<file path="src/rtl/dsil_pkg.sv">
package dsil_pkg;

    localparam int KEY_W = 34;
    localparam int ID_W  = 16;
    localparam int CMD_W = 2;
    localparam int CFG_W = 32;
    localparam int CFG_IDX_W = 3;
    localparam int POS_W = 32;

    localparam logic [CMD_W-1:0] CMD_INSERT = 2'd0;
    localparam logic [CMD_W-1:0] CMD_EMIT   = 2'd1;
    localparam logic [CMD_W-1:0] CMD_CLEAR  = 2'd2;

    localparam logic [CFG_IDX_W-1:0] REG_OBS_X  = 3'd0;
    localparam logic [CFG_IDX_W-1:0] REG_OBS_Y  = 3'd1;
    localparam logic [CFG_IDX_W-1:0] REG_OBS_Z  = 3'd2;
    localparam logic [CFG_IDX_W-1:0] REG_GROUND = 3'd3;
    localparam logic [CFG_IDX_W-1:0] REG_MAP    = 3'd4;

    localparam logic [CFG_W-1:0] GROUND_RESET = 32'd6076000;
    localparam logic [CFG_W-1:0] MAP_RESET    = 32'd3038000;

    // classified request handed from the front to the back
    typedef struct packed {
        logic [CMD_W-1:0] cmd;
        logic [ID_W-1:0]  id;
        logic [KEY_W-1:0] key;
    } t_req;

endpackage

</file>
<file path="src/rtl/dsil_queue.sv">
module dsil_queue (
    input  logic           i_clk,
    input  logic           i_rst_n,
    input  logic           i_push,
    input  dsil_pkg::t_req i_req,
    output logic           o_full,
    input  logic           i_pop,
    output logic           o_valid,
    output dsil_pkg::t_req o_req
);
    import dsil_pkg::*;

    t_req        r_mem [2];
    logic        r_wp, r_rp;
    logic [1:0]  r_cnt;

    assign o_full  = (r_cnt == 2'd2);
    assign o_valid = (r_cnt != 2'd0);
    assign o_req   = r_mem[r_rp];

    always_ff @(posedge i_clk) begin
        if (i_push) begin
            r_mem[r_wp] <= i_req;
        end
    end

    always_ff @(posedge i_clk) begin
        if (!i_rst_n) begin
            r_wp  <= 1'b0;
            r_rp  <= 1'b0;
            r_cnt <= '0;
        end else begin
            if (i_push) r_wp <= ~r_wp;
            if (i_pop)  r_rp <= ~r_rp;
            r_cnt <= r_cnt + 2'(i_push) - 2'(i_pop);
        end
    end

endmodule

</file>
<file path="config.mk">
export PLATFORM = sky130hd
export DESIGN_NAME = dsil_queue
export DESIGN_NICKNAME = d
export VERILOG_FILES = /design/src/rtl/dsil_pkg.sv /design/src/rtl/dsil_queue.sv
export SDC_FILE = /design/constraint.sdc
export NUM_CORES = 1
export LEC_CHECK = 0
export ABC_AREA = 1
export ABC_CLOCK_PERIOD_IN_PS = 9400
export BUFFER_PORTS_ARGS = -buffer_cell sky130_fd_sc_hd__buf_4
export CAP_MARGIN = 0
export CORE_ASPECT_RATIO = 1.25
export CORE_MARGIN = 1.5
export CORE_UTILIZATION = 50
export DETAILED_ROUTE_END_ITERATION = 8
export PLACE_DENSITY_LB_ADDON = 0.08
export SKIP_LAST_GASP = 1
export SLEW_MARGIN = 20
export SYNTH_ARGS = -nofsm -noshare
export SYNTH_HDL_FRONTEND = slang
export SYNTH_SLANG_ARGS = --single-unit
</file>
<file path="constraint.sdc">
create_clock -name i_clk -period 9.4 [get_ports i_clk]
set_input_delay 0.94 -clock i_clk [delete_from_list [all_inputs] [get_ports i_clk]]
set_output_delay 0.94 -clock i_clk [all_outputs]
set_load 0.1 [all_outputs]
</file>
After elaboration in Yosys (flattened, before gate mapping)
Memories as Yosys holds them, arrays and structs flattened. A register that Yosys moved wholly into a read port is not among the register bits.
Index checks and enable logic that the tools add are counted.
- input port bits: 56
- register bits after elaboration: 4
- output and inout bits: 54
- memories kept: 1
- bits in writable memories: 104
- word-level logic and storage cells: 14
- equal/unequal tests: 1
- bitwise operators: 2
- $add $sub $neg: 2
- muxes and demuxes: 4
- reductions and logical operators: 1
- memories (name ; words ; bits a word ; rd ports ; clocked after Yosys merged registers in ; write ports ; line ; RTL):
    r_mem ; 2 ; 52 ; 1 ; 1 ; 1 ; dsil_queue.sv:13 ; t_req r_mem [2];
- operator list (operator ; number):
    $mux W1 ; 4
    $add A2 B1 Y2 ; 1
    $eq A2 B2 Y1 const B ; 1
    $not A1 Y1 ; 2
    $reduce_bool A2 Y1 ; 1
    $sub A2 B1 Y2 ; 1

Logic depth before layout (Yosys ltp)
- depth in word-level cells: 3
- mapped depth: 9
- gate-level depth less buffers: 9

Worst setup path after synthesis
Ideal clock, no wire load.
- path type: input port to flip-flop
- from: in i_push
- to: mem r_mem[0][0] in the netlist's numbering, enable pin
- setup time: 0.463 ns
- data arrival time: 3.163 ns
- cell stages on the path: 2
- data required time: 8.937 ns
- path buffers: 0
- setup slack: 5.773 ns
- cell sequence: inv_1 > nor2_1
- longest elaborated chain between the ends: 2
- RTL lines (what ; line ; RTL):
    start, declared ; dsil_queue.sv:4 ; input logic i_push,
    $mux W1 ; dsil_queue.sv:22 ; if (i_push) begin
    $mux W1 (not written as such) ; dsil_queue.sv:23 ; r_mem[r_wp] <= i_req;
    end, declared ; dsil_queue.sv:13 ;
Every way passes these cells.

==> results.toml <==
[timing]
worst_slew_pin_slew_ns = 0.973
fin_crit_sh = 0.316
finalSetupTns_ns = 0
holdWs_ns = 0.501
rsz0062_at_grt = "no"
setup_slack_ns = 6.43
hold_viol = 0
relSlewSlack = 0.352
drv_slew = 0
fmax_ghz = 0.337
setup_viol = 0
clock_skew_ns = 0.00500
period_minus_slack_ns = 2.97

[cells_and_area]
fin_area_um2 = 5260
fillers = 618
n_antenna_cell = 0
multiInputGateArea_um2 = 880
seqCellArea_um2 = 3230
final_util = 0.638
drive_gt1_frac = 0.559
fin_nets = 369
syn2layout_area_growth_pct = 24.3

[pwr]
power.internal_uw = 758
clkPwrFrac = 0.231
power_frac_seq = 0.521
p_sw_uw = 348
powerDensity_nw_per_um2 = 210
switching_share = 0.314
irDropWorstVdd_uv = 119
p_leak_nw = 2.12
p_comb_frac = 0.248

[global_routing]
grt-busiest-layer = "met2"
grt_use_met2 = 0.240
grt_usage = 0.149
antenna_found_initial = 0
grt_pass1_vias = 2115
grt_overflow = 0
met3_usage = 0.0423
grt_max_degree = 53
grt_pass1_wl_mm = 9.91
use_met1 = 0.177

[yosys]
synth_common_cells = "edfxtp_1, mux2_4, nand2_1, nor2_1, inv_1"
synth_area_per_cell_um2 = 21.7
synth_cells = 195
synth_area_um2 = 4230
synth_nets = 253
synth_ff_type = "edfxtp_1"
ys_seq_area_frac = 0.761
synth_top_area_cell = "edfxtp_1"
ys_seq_elements = 109
yosysWarnings = 0
ys_types = 12
async_reset_ff_frac = 0
synth_edf_count = 104
synth_most_common_cell = "edfxtp_1"
synth_top_area_frac = 0.738
synthTopCellsByArea = "edfxtp_1, mux2_4, buf_12"

[placed_design]
place_hpwl_mm = 4.15
place.gp.congestion = 0.670
place.port_buffers = 109
placedInstanceArea_um2 = 5090
dpl_worst_slack_ns = 6.78

[clock_tree]
h-tree-depth = 3
cts.clk_slew.worst_paths_ns = 0.09
cts_hold_repair.buffers = 0
cts_buffers = 9
cts-root-buf = "clkbuf_8"
cts_tree = "yes"
cts.sinks = 109
clockBufferDepth = 2
postCtsSetupBuffers = 0
ctsResizeCount = 0
clk_latency_ns = 0.35

[run_status]
violations = "DRC"
status = "finished, violations left"

[setup_path]
crit_path_max_fanout = 52
arrival_ns = 2.03
path_class = "flop to output port"
startpoint_type = "flop"
crit_path_end_kind = "output port"
cp_data_required_time_ns = 8.46

[routing]
wl_mm = 6.38
route.detailed.drc = 6
wl_per_cell_um = 15.5
drt_iter0_drc = 153
avgViaCountPerCell = 5.00
ant_nets = 0
vias = 2061
dr.pass1.iters = 6

[floorplan]
core_um2 = 8240
start_util = 0.514
die_w_um = 85.3
ioPinCount = 110
rows = 37
die_area_um2 = 9030
die_h_um = 106

[min_path]
min_path_type = "flop to flop"

[job]
max_cap_violations = 0
power by group through the flow:
stage / Combinational, mW / Clock [mW] / Sequential, mW
floorplan: 0.231 / 0 / 0.578
global placement: 0.274 / 0 / 0.587
detailed placement: 0.276 / 0 / 0.588
CTS: 0.277 / 0.264 / 0.577
global route: 0.284 / 0.281 / 0.580
finish: 0.274 / 0.256 / 0.576
cell families after synthesis:
logic type | synth area share
fa+ha+maj | 0.00591
compound gates | 0.00118
simple gates | 0.0163
mux | 0.183
flops | 0.761
buf+inv | 0.0325
state kept, by name, summed over array words and instances (netlist names), named ones only:
name	count
r_mem	104
r_cnt	2
r_rp	1
r_wp	1
worst max-delay path: stages (launching register included):
cell     delay [ns]
dfxtp_4        1.01
mux2_2         0.42
buf_4          0.23
worst paths after layout:
kind,endpoint,startpoint,slack [ns],cells past startpoint
worst max-delay path,o_req[51],flop,6.43,2
worst min register to register,flop,r_rp,0.50,2
worst max register to register,r_mem[0][44],r_wp,7.68,2
worst min-delay path,flop,r_rp,0.50,2
area by class of cell:
cell class	instances	area share
well taps	97	0.0231
repair buffers	111	0.158
clock inverters	3	0.00714
flip-flops and latches	109	0.613
clock buffers	12	0.0257
multi-input cells	73	0.167
inverters	7	0.00500
metal layers:
metal	up-vias	wire, um
met5	-	0
met2	75	3330
met1	1009	2480
met4	0	87
li1	970	-
met3	7	484
through the flow:
step | cells | total power, mW
floorplan | 195 | 0.809
global route | 412 | 1.14
CTS | 412 | 1.12
global placement | 397 | 0.861
finish | 412 | 1.11
detailed placement | 397 | 0.864
placed cells by master (no fill, tap or decap):
cell and instances:
nor2_1 7, clkbuf_8 9, nand3_1 1, edfxtp_1 104, mux2_2 2, dfxtp_4 1
inv_2 1, nand2_1 9, mux2_4 50, inv_1 6, dfxtp_1 4, clkinv_1 2
nor2_4 1, a21oi_1 1, buf_4 111, ha_1 2, bufinv_16 1, clkbuf_1 3
No activity file was read; power rests on OpenSTA's default activity.
