<file path="src/rtl/dsil_pkg.sv">
package dsil_pkg;

    localparam int KEY_W = 34;
    localparam int ID_W  = 16;
    localparam int CMD_W = 2;
    localparam int CFG_W = 32;
    localparam int CFG_IDX_W = 3;
    localparam int POS_W = 32;

    localparam logic [CMD_W-1:0] CMD_INSERT = 2'd0;
    localparam logic [CMD_W-1:0] CMD_EMIT   = 2'd1;
    localparam logic [CMD_W-1:0] CMD_CLEAR  = 2'd2;

    localparam logic [CFG_IDX_W-1:0] REG_OBS_X  = 3'd0;
    localparam logic [CFG_IDX_W-1:0] REG_OBS_Y  = 3'd1;
    localparam logic [CFG_IDX_W-1:0] REG_OBS_Z  = 3'd2;
    localparam logic [CFG_IDX_W-1:0] REG_GROUND = 3'd3;
    localparam logic [CFG_IDX_W-1:0] REG_MAP    = 3'd4;

    localparam logic [CFG_W-1:0] GROUND_RESET = 32'd6076000;
    localparam logic [CFG_W-1:0] MAP_RESET    = 32'd3038000;

    // classified request handed from the front to the back
    typedef struct packed {
        logic [CMD_W-1:0] cmd;
        logic [ID_W-1:0]  id;
        logic [KEY_W-1:0] key;
    } t_req;

endpackage

</file>
<file path="src/rtl/dsil_front.sv">
module dsil_front (
    input  logic                           i_clk,
    input  logic                           i_rst_n,
    input  logic                           i_cfg_we,
    input  logic [dsil_pkg::CFG_IDX_W-1:0] i_cfg_idx,
    input  logic [dsil_pkg::CFG_W-1:0]     i_cfg_data,
    input  logic                           i_valid,
    output logic                           o_ready,
    input  logic [dsil_pkg::CMD_W-1:0]     i_cmd,
    input  logic [dsil_pkg::ID_W-1:0]      i_id,
    input  logic [dsil_pkg::POS_W-1:0]     i_x,
    input  logic [dsil_pkg::POS_W-1:0]     i_y,
    input  logic [dsil_pkg::POS_W-1:0]     i_z,
    input  logic                           i_map,
    output logic                           o_push,
    output dsil_pkg::t_req                 o_req,
    input  logic                           i_full
);
    import dsil_pkg::*;

    typedef enum logic [1:0] {S_IDLE, S_SQ, S_ROOT, S_PUSH} t_state;

    t_state            r_state;
    logic [CFG_W-1:0]  r_obs_x, r_obs_y, r_obs_z, r_ground, r_map_off;
    logic [CMD_W-1:0]  r_cmd;
    logic [ID_W-1:0]   r_id;
    logic              r_zg, r_map;
    logic [32:0]       r_d [3];
    logic [1:0]        r_cnt;
    logic [5:0]        r_it;
    logic [65:0]       r_prod;
    logic [67:0]       r_acc;
    logic [36:0]       r_rem;
    logic [KEY_W-1:0]  r_root;

    logic [32:0]       dx, dy, dz;
    logic [36:0]       rem_sh, trial;
    logic [KEY_W-1:0]  key;

    function automatic logic [32:0] absdiff(input logic [31:0] a, input logic [31:0] b);
        logic [32:0] d;
        d = {a[31], a} - {b[31], b};
        return d[32] ? (~d + 33'd1) : d;
    endfunction

    assign dx = absdiff(i_x, r_obs_x);
    assign dy = absdiff(i_y, r_obs_y);
    assign dz = absdiff(i_z, r_obs_z);

    assign rem_sh = {r_rem[34:0], r_acc[67:66]};
    assign trial  = {1'b0, r_root, 2'b01};
    assign key    = r_root + (r_zg ? {2'b00, r_ground} : '0) + (r_map ? {2'b00, r_map_off} : '0);

    assign o_ready = (r_state == S_IDLE);
    assign o_push  = (r_state == S_PUSH) && !i_full;
    assign o_req   = '{cmd: r_cmd, id: r_id, key: key};

    always_ff @(posedge i_clk) begin
        if (!i_rst_n) begin
            r_obs_x   <= '0;
            r_obs_y   <= '0;
            r_obs_z   <= '0;
            r_ground  <= GROUND_RESET;
            r_map_off <= MAP_RESET;
        end else if (i_cfg_we) begin
            case (i_cfg_idx)
                REG_OBS_X:  r_obs_x   <= i_cfg_data;
                REG_OBS_Y:  r_obs_y   <= i_cfg_data;
                REG_OBS_Z:  r_obs_z   <= i_cfg_data;
                REG_GROUND: r_ground  <= i_cfg_data;
                REG_MAP:    r_map_off <= i_cfg_data;
                default: ;
            endcase
        end
    end

    always_ff @(posedge i_clk) begin
        if (!i_rst_n) begin
            r_state <= S_IDLE;
        end else begin
            case (r_state)
                S_IDLE: begin
                    if (i_valid) begin
                        r_cmd  <= i_cmd;
                        r_id   <= i_id;
                        r_zg   <= (i_z == '0);
                        r_map  <= i_map;
                        r_d[0] <= dx;
                        r_d[1] <= dy;
                        r_d[2] <= dz;
                        r_cnt  <= '0;
                        r_acc  <= '0;
                        r_root <= '0;
                        if (i_cmd == CMD_INSERT) begin
                            r_state <= S_SQ;
                        end else if (i_cmd == CMD_EMIT || i_cmd == CMD_CLEAR) begin
                            r_state <= S_PUSH;
                        end
                    end
                end
                S_SQ: begin
                    if (r_cnt != 2'd3) begin
                        r_prod <= r_d[r_cnt] * r_d[r_cnt];
                    end
                    if (r_cnt != 2'd0) begin
                        r_acc <= r_acc + {2'b00, r_prod};
                    end
                    r_cnt <= r_cnt + 2'd1;
                    if (r_cnt == 2'd3) begin
                        r_rem   <= '0;
                        r_it    <= '0;
                        r_state <= S_ROOT;
                    end
                end
                S_ROOT: begin
                    // one root bit per cycle, two radicand bits consumed
                    r_acc <= {r_acc[65:0], 2'b00};
                    if (rem_sh >= trial) begin
                        r_rem  <= rem_sh - trial;
                        r_root <= {r_root[KEY_W-2:0], 1'b1};
                    end else begin
                        r_rem  <= rem_sh;
                        r_root <= {r_root[KEY_W-2:0], 1'b0};
                    end
                    r_it <= r_it + 6'd1;
                    if (r_it == 6'(KEY_W - 1)) begin
                        r_state <= S_PUSH;
                    end
                end
                S_PUSH: begin
                    if (!i_full) begin
                        r_state <= S_IDLE;
                    end
                end
                default: r_state <= S_IDLE;
            endcase
        end
    end

endmodule

</file>
<file path="config.mk">
export PLATFORM = sky130hd
export DESIGN_NAME = dsil_front
export DESIGN_NICKNAME = d
export VERILOG_FILES = /design/src/rtl/dsil_pkg.sv /design/src/rtl/dsil_front.sv
export SDC_FILE = /design/constraint.sdc
export NUM_CORES = 2
export LEC_CHECK = 0
export BUFFER_PORTS_ARGS = -buffer_cell sky130_fd_sc_hd__buf_2
export CORE_MARGIN = 2
export CORE_UTILIZATION = 50
export DETAILED_ROUTE_END_ITERATION = 10
export GPL_ROUTABILITY_DRIVEN = 1
export PLACE_DENSITY_LB_ADDON = 0.08
export SLEW_MARGIN = 40
export SYNTH_ARGS = -nofsm -noshare
export SYNTH_HDL_FRONTEND = slang
export SYNTH_SLANG_ARGS = --single-unit
</file>
<file path="constraint.sdc">
create_clock -name i_clk -period 11.9 [get_ports i_clk]
set_clock_uncertainty 0.2 [all_clocks]
set_input_delay 0.595 -clock i_clk [delete_from_list [all_inputs] [get_ports i_clk]]
set_output_delay 0.595 -clock i_clk [all_outputs]
set_load 0.03 [all_outputs]
</file>
* Word-level counts from Yosys, hierarchy flattened
Memories as Yosys holds them, arrays and structs flattened. A register that Yosys moved wholly into a read port is not among the register bits.
Cells that the tools add are included.
** Storage, ports and cells
- Register bits after elaboration :: 393
- Memory bits (writable) :: 99
- Bits of input ports :: 155
- Output and inout bits :: 54
- Logic and storage cells :: 106
- Memories kept :: 1
** Memory list
- r_d :: depth 3, width 33, rd ports 1, clocked after memory_dff 1, wr ports 3, line dsil_front.sv:28 : logic [32:0] r_d [3];
** Operators by class
- Add/sub/neg operators :: 12
- Multiply operators :: 1
- Order comparisons :: 1
- Eq/ne operators :: 18
- Mux-type cells :: 30
- Bitwise operators :: 3
- Reduce and logical (&&, ||, !) cells :: 24
** Operator list (count)
- $pmux W68 S3 :: 1
- $mux W68 :: 2
- $add A33 B1 Y33 const B :: 3
- $mux W33 :: 3
- $not A33 Y33 :: 3
- $sub A32 B32 Y33 :: 3
- $mux W35 :: 2
- $pmux W35 S2 :: 1
- $add A34 B32 Y34 :: 2
- $add A68 B66 Y68 :: 1
- $pmux W34 S2 :: 1
- $mul A33 B33 Y66 :: 1
- $mux W32 :: 2
- $ge A37 B36 Y1 :: 1
- $sub A35 B35 Y35 :: 1
- $mux W34 :: 1
- $logic_not A32 Y1 :: 1
- $mux W2 :: 8
- $reduce_and A3 Y1 :: 5
- $ne A2 B2 Y1 const B :: 6
- $pmux W6 S2 :: 1
- $reduce_and A2 Y1 :: 5
- $eq A2 B2 Y1 const B :: 4
- $pmux W2 S4 :: 1
- other kinds (20) :: 30

* Longest topological paths before layout
- Word-level depth :: 6
- Gate-level depth with buffers :: 37
- Depth with buffers taken out :: 33

* Worst setup path after synthesis
OpenSTA, ideal clock, no wires.
- Path type :: reg-to-reg
- Start point :: register (tool-made name)
- End point :: register r_prod[63] (data pin)
- Library setup time :: 0.263 ns
- Arrival :: 8.864 ns
- Data required time :: 11.437 ns
- Path slack :: 2.574 ns
- Cell stages (with the launch flop) :: 34
- Path buffers :: 5
- Period minus slack after synthesis :: 9.326 ns
- Path through :: dfxtp_1 -> clkbuf_1 -> clkbuf_1 -> mux2i_1 -> o21a_1 -> clkbuf_1 -> clkbuf_1 -> nor2_1 -> fa_1 -> inv_1 -> fa_1 -> inv_1 -> fa_1 -> inv_1 -> fa_1 -> inv_1 -> fa_1 -> fa_1 -> fa_1 -> inv_1 -> fa_1 -> inv_1 -> ha_1 -> clkbuf_1 -> nand4_1 -> nor4_1 -> nand3_1 -> o41a_1 -> nand2_1 -> a21bo_2 -> a211oi_1 -> o41ai_1 -> a311oi_1 -> xnor2_1
** RTL lines
- end signal: assignment :: line dsil_front.sv:103 : r_prod <= r_d[r_cnt] * r_d[r_cnt];
- end: declaration :: line dsil_front.sv:31 : logic [65:0] r_prod;

==> metrics.yaml <==
status:
  status: "finished, final reports clean"
final_layout:
  layout-drive-gt1-share: 0.06715
  fin_nets: 8880
  utilization: 0.5421
  syn_to_final_growth_pct: 8.045
  design_area_sq_mm: 0.06992
flow_run:
  cap_violations: 0
timing:
  rsz0062_at_grt: "false"
  timing.final.ws_setup_ns: 1.322
  drv_slew: 0
  period_share: 0.8889
  finalSetupViolCount: 0
  fmax_mhz: 94.53
  hold_viol: 0
  fin_crit_ns: 10.58
  tightest_slew_ns: 0.9230
  relSlewSlack: 0.3847
  setup_tns_ns: 0
die:
  io_pins: 209
  die_area_sq_mm: 0.1323
  fp.dieW_um: 363.8
  initial_core_util: 0.5017
  die_h_um: 363.8
  core_sq_mm: 0.1290
  fp-row-count: 132
clock_network:
  clk_pin_slew_worst_paths_ns: 0.06
  clk_latency_ns: 0.68
  clock-sinks: 493
  cts-buffers-inserted: 60
  ctsLongestPathBuffers: 3
  h-tree-depth: 2
  cts_tree: "done"
  cts-root-buf: "clkbuf_16"
worst_setup_path:
  crit_family: "adder cells"
  reg2reg_setup_slack_ns: 1.32
  path_buf_inv: 7
  worstReg2RegEnd: "r_prod[63]"
  rr_worst_depth: 29
  max_stage_delay_ns: 0.82
  startpoint_type: "flop"
  end_kind: "flop"
  worstPathArrival_ns: 10.79
  required_ns: 12.12
  slowest_stage: "dfxtp_2"
  crit_type: "reg -> reg"
  crit_top_cell: "fa_1"
  cp_max_fo: 42
detailed_routing:
  wl_per_cell_um: 21.48
  dr.pass1.iters: 6
  drt_iter0_markers: 3399
  routed_wl_mm: 195.8
  drc: 0
  vias: 50200
  antenna_left: 0
  viasPerCell: 5.507
place:
  dp_slack_ns: 1.461
  hpwl_mm: 156.2
  portBuffers: 208
  place_area_sq_mm: 0.06775
  gp_congestion: 0.9173
synthesis:
  syn_nets: 8793
  synth_top_area_cell: "fa_1"
  seq_area_frac_synth: 0.2034
  synth_cell_type_count: 94
  netlist_area_sq_mm: 0.06472
  synthCells: 7238
  avgSynthCellArea_sq_um: 8.941
  synth_common_cells: "inv_1 (1,383), fa_1 (895), nand2_1 (860), nor2_1 (540), ha_1 (505)"
  ys_ff_latch: 493
  synth_edf_count: 329
  ys_async_sr_fraction: 0
  yosysWarnings: 0
  synth_top_area_frac: 0.2768
  synthMostInstantiatedCell: "inv_1"
  synth_ff_type: "edfxtp_1"
  yosys-top-cells-area: "fa_1 (28%), edfxtp_1 (15%), ha_1 (9.8%)"
min_path:
  min_path_type: "in -> reg"
  hold_path_end: "r_map_off[6]"
  min_from: "i_cfg_data[6]"
  whs_path_depth: 3
global_routing:
  antenna_found_initial: 3
  grt_use_total: 0.2990
  grt_pass1_wl_mm: 301.7
  grt_pass1_vias: 51580
  grt_max_degree: 88
  grt-ovfl-total: 0
## worst min-delay path: stages
cell and delay, ns:
buf_2 0.18, nand2_1 0.07, a21boi_0 0.06
## metrics by stage
stage | hold slack, ns | std cells
after floorplan | 0.2320 | 7238
after global placement | 0.2410 | 8981
after detailed placement | 0.2483 | 8986
after CTS | 0.02835 | 9114
after global routing | 0.04888 | 9114
final | 0.08475 | 9115
## repair_timing
item,4_1_cts,5_1_grt
buffers inserted,0,0
hold endpoints to repair,19,0
resized for setup,0,0
hold buffers,19,0
## logic make-up after synthesis
logic type,after synthesis,synth area share
xor+xnor,346,0.04682
compound gates,1268,0.1305
fa+ha+maj,1400,0.3745
mux,69,0.01071
flops,493,0.2034
buf+inv,1684,0.09777
simple gates,1978,0.1363
## how the worst max path moves through the flow
stage / depth (start not counted) / slack [ns] / to / startpoint
2_1_floorplan: 33 / 2.57 / r_prod[63] / flop
3_3_place_gp: 31 / 1.59 / r_prod[50] / flop
3_5_place_dp: 29 / 1.46 / r_prod[63] / flop
4_1_cts: 29 / 1.51 / r_prod[63] / flop
5_1_grt: 30 / 0.84 / r_prod[63] / flop
6_report: 29 / 1.32 / r_prod[63] / flop
## sequential cells by signal (all words and copies together), names as in the netlist, 34 cells and up, named ones only
| signal | cells |
|---|---|
| r_d | 99 |
| r_acc | 68 |
| r_prod | 65 |
| r_rem | 35 |
| r_root | 34 |
## metal layers
metal | global-route usage | vias to the layer above | share of wire
met5 | 0 | - | 0
met4 | 0.1346 | 0 | 0.055
met3 | 0.03657 | 393 | 0.054
met2 | 0.5057 | 1541 | 0.48
met1 | 0.3846 | 24730 | 0.41
li1 | - | 23530 | -
## layout make-up
class / count / area [sq um]
multi-input combinational: 5061 / 45380
clock inverter: 41 / 402.9
timing repair buffer: 316 / 2004
inverter: 1393 / 5230
fill: 12130 / 59060
sequential: 493 / 13170
antenna: 1 / 2.502
tap: 1742 / 2180
clock buffer: 68 / 1563
## cells in the final DEF, fill, tap and decap left out, types with 41 or more instances in the layout
master / Yosys / routed
nand3_1: 111 / 110
clkbuf_16: 0 / 61
inv_1: 1383 / 1378
buf_2: 4 / 207
a31oi_1: 42 / 41
dfxtp_1: 164 / 162
a21oi_1: 284 / 284
edfxtp_1: 329 / 329
ha_1: 505 / 504
o21a_1: 64 / 62
nor3_1: 66 / 66
fa_1: 895 / 895
mux2i_1: 67 / 67
and2_1: 88 / 88
nand2_1: 860 / 860
nand4_1: 53 / 53
nor2b_1: 49 / 47
and3_1: 53 / 51
o21ai_0: 225 / 214
a21o_1: 185 / 185
nor2_1: 540 / 537
xor2_1: 125 / 125
xnor2_1: 221 / 221
buf_4: 0 / 81
a21boi_0: 150 / 150
Power is left out: the tool's default activity adds up to more than one toggle a clock period on the data nets, which glitch-free logic cannot reach.
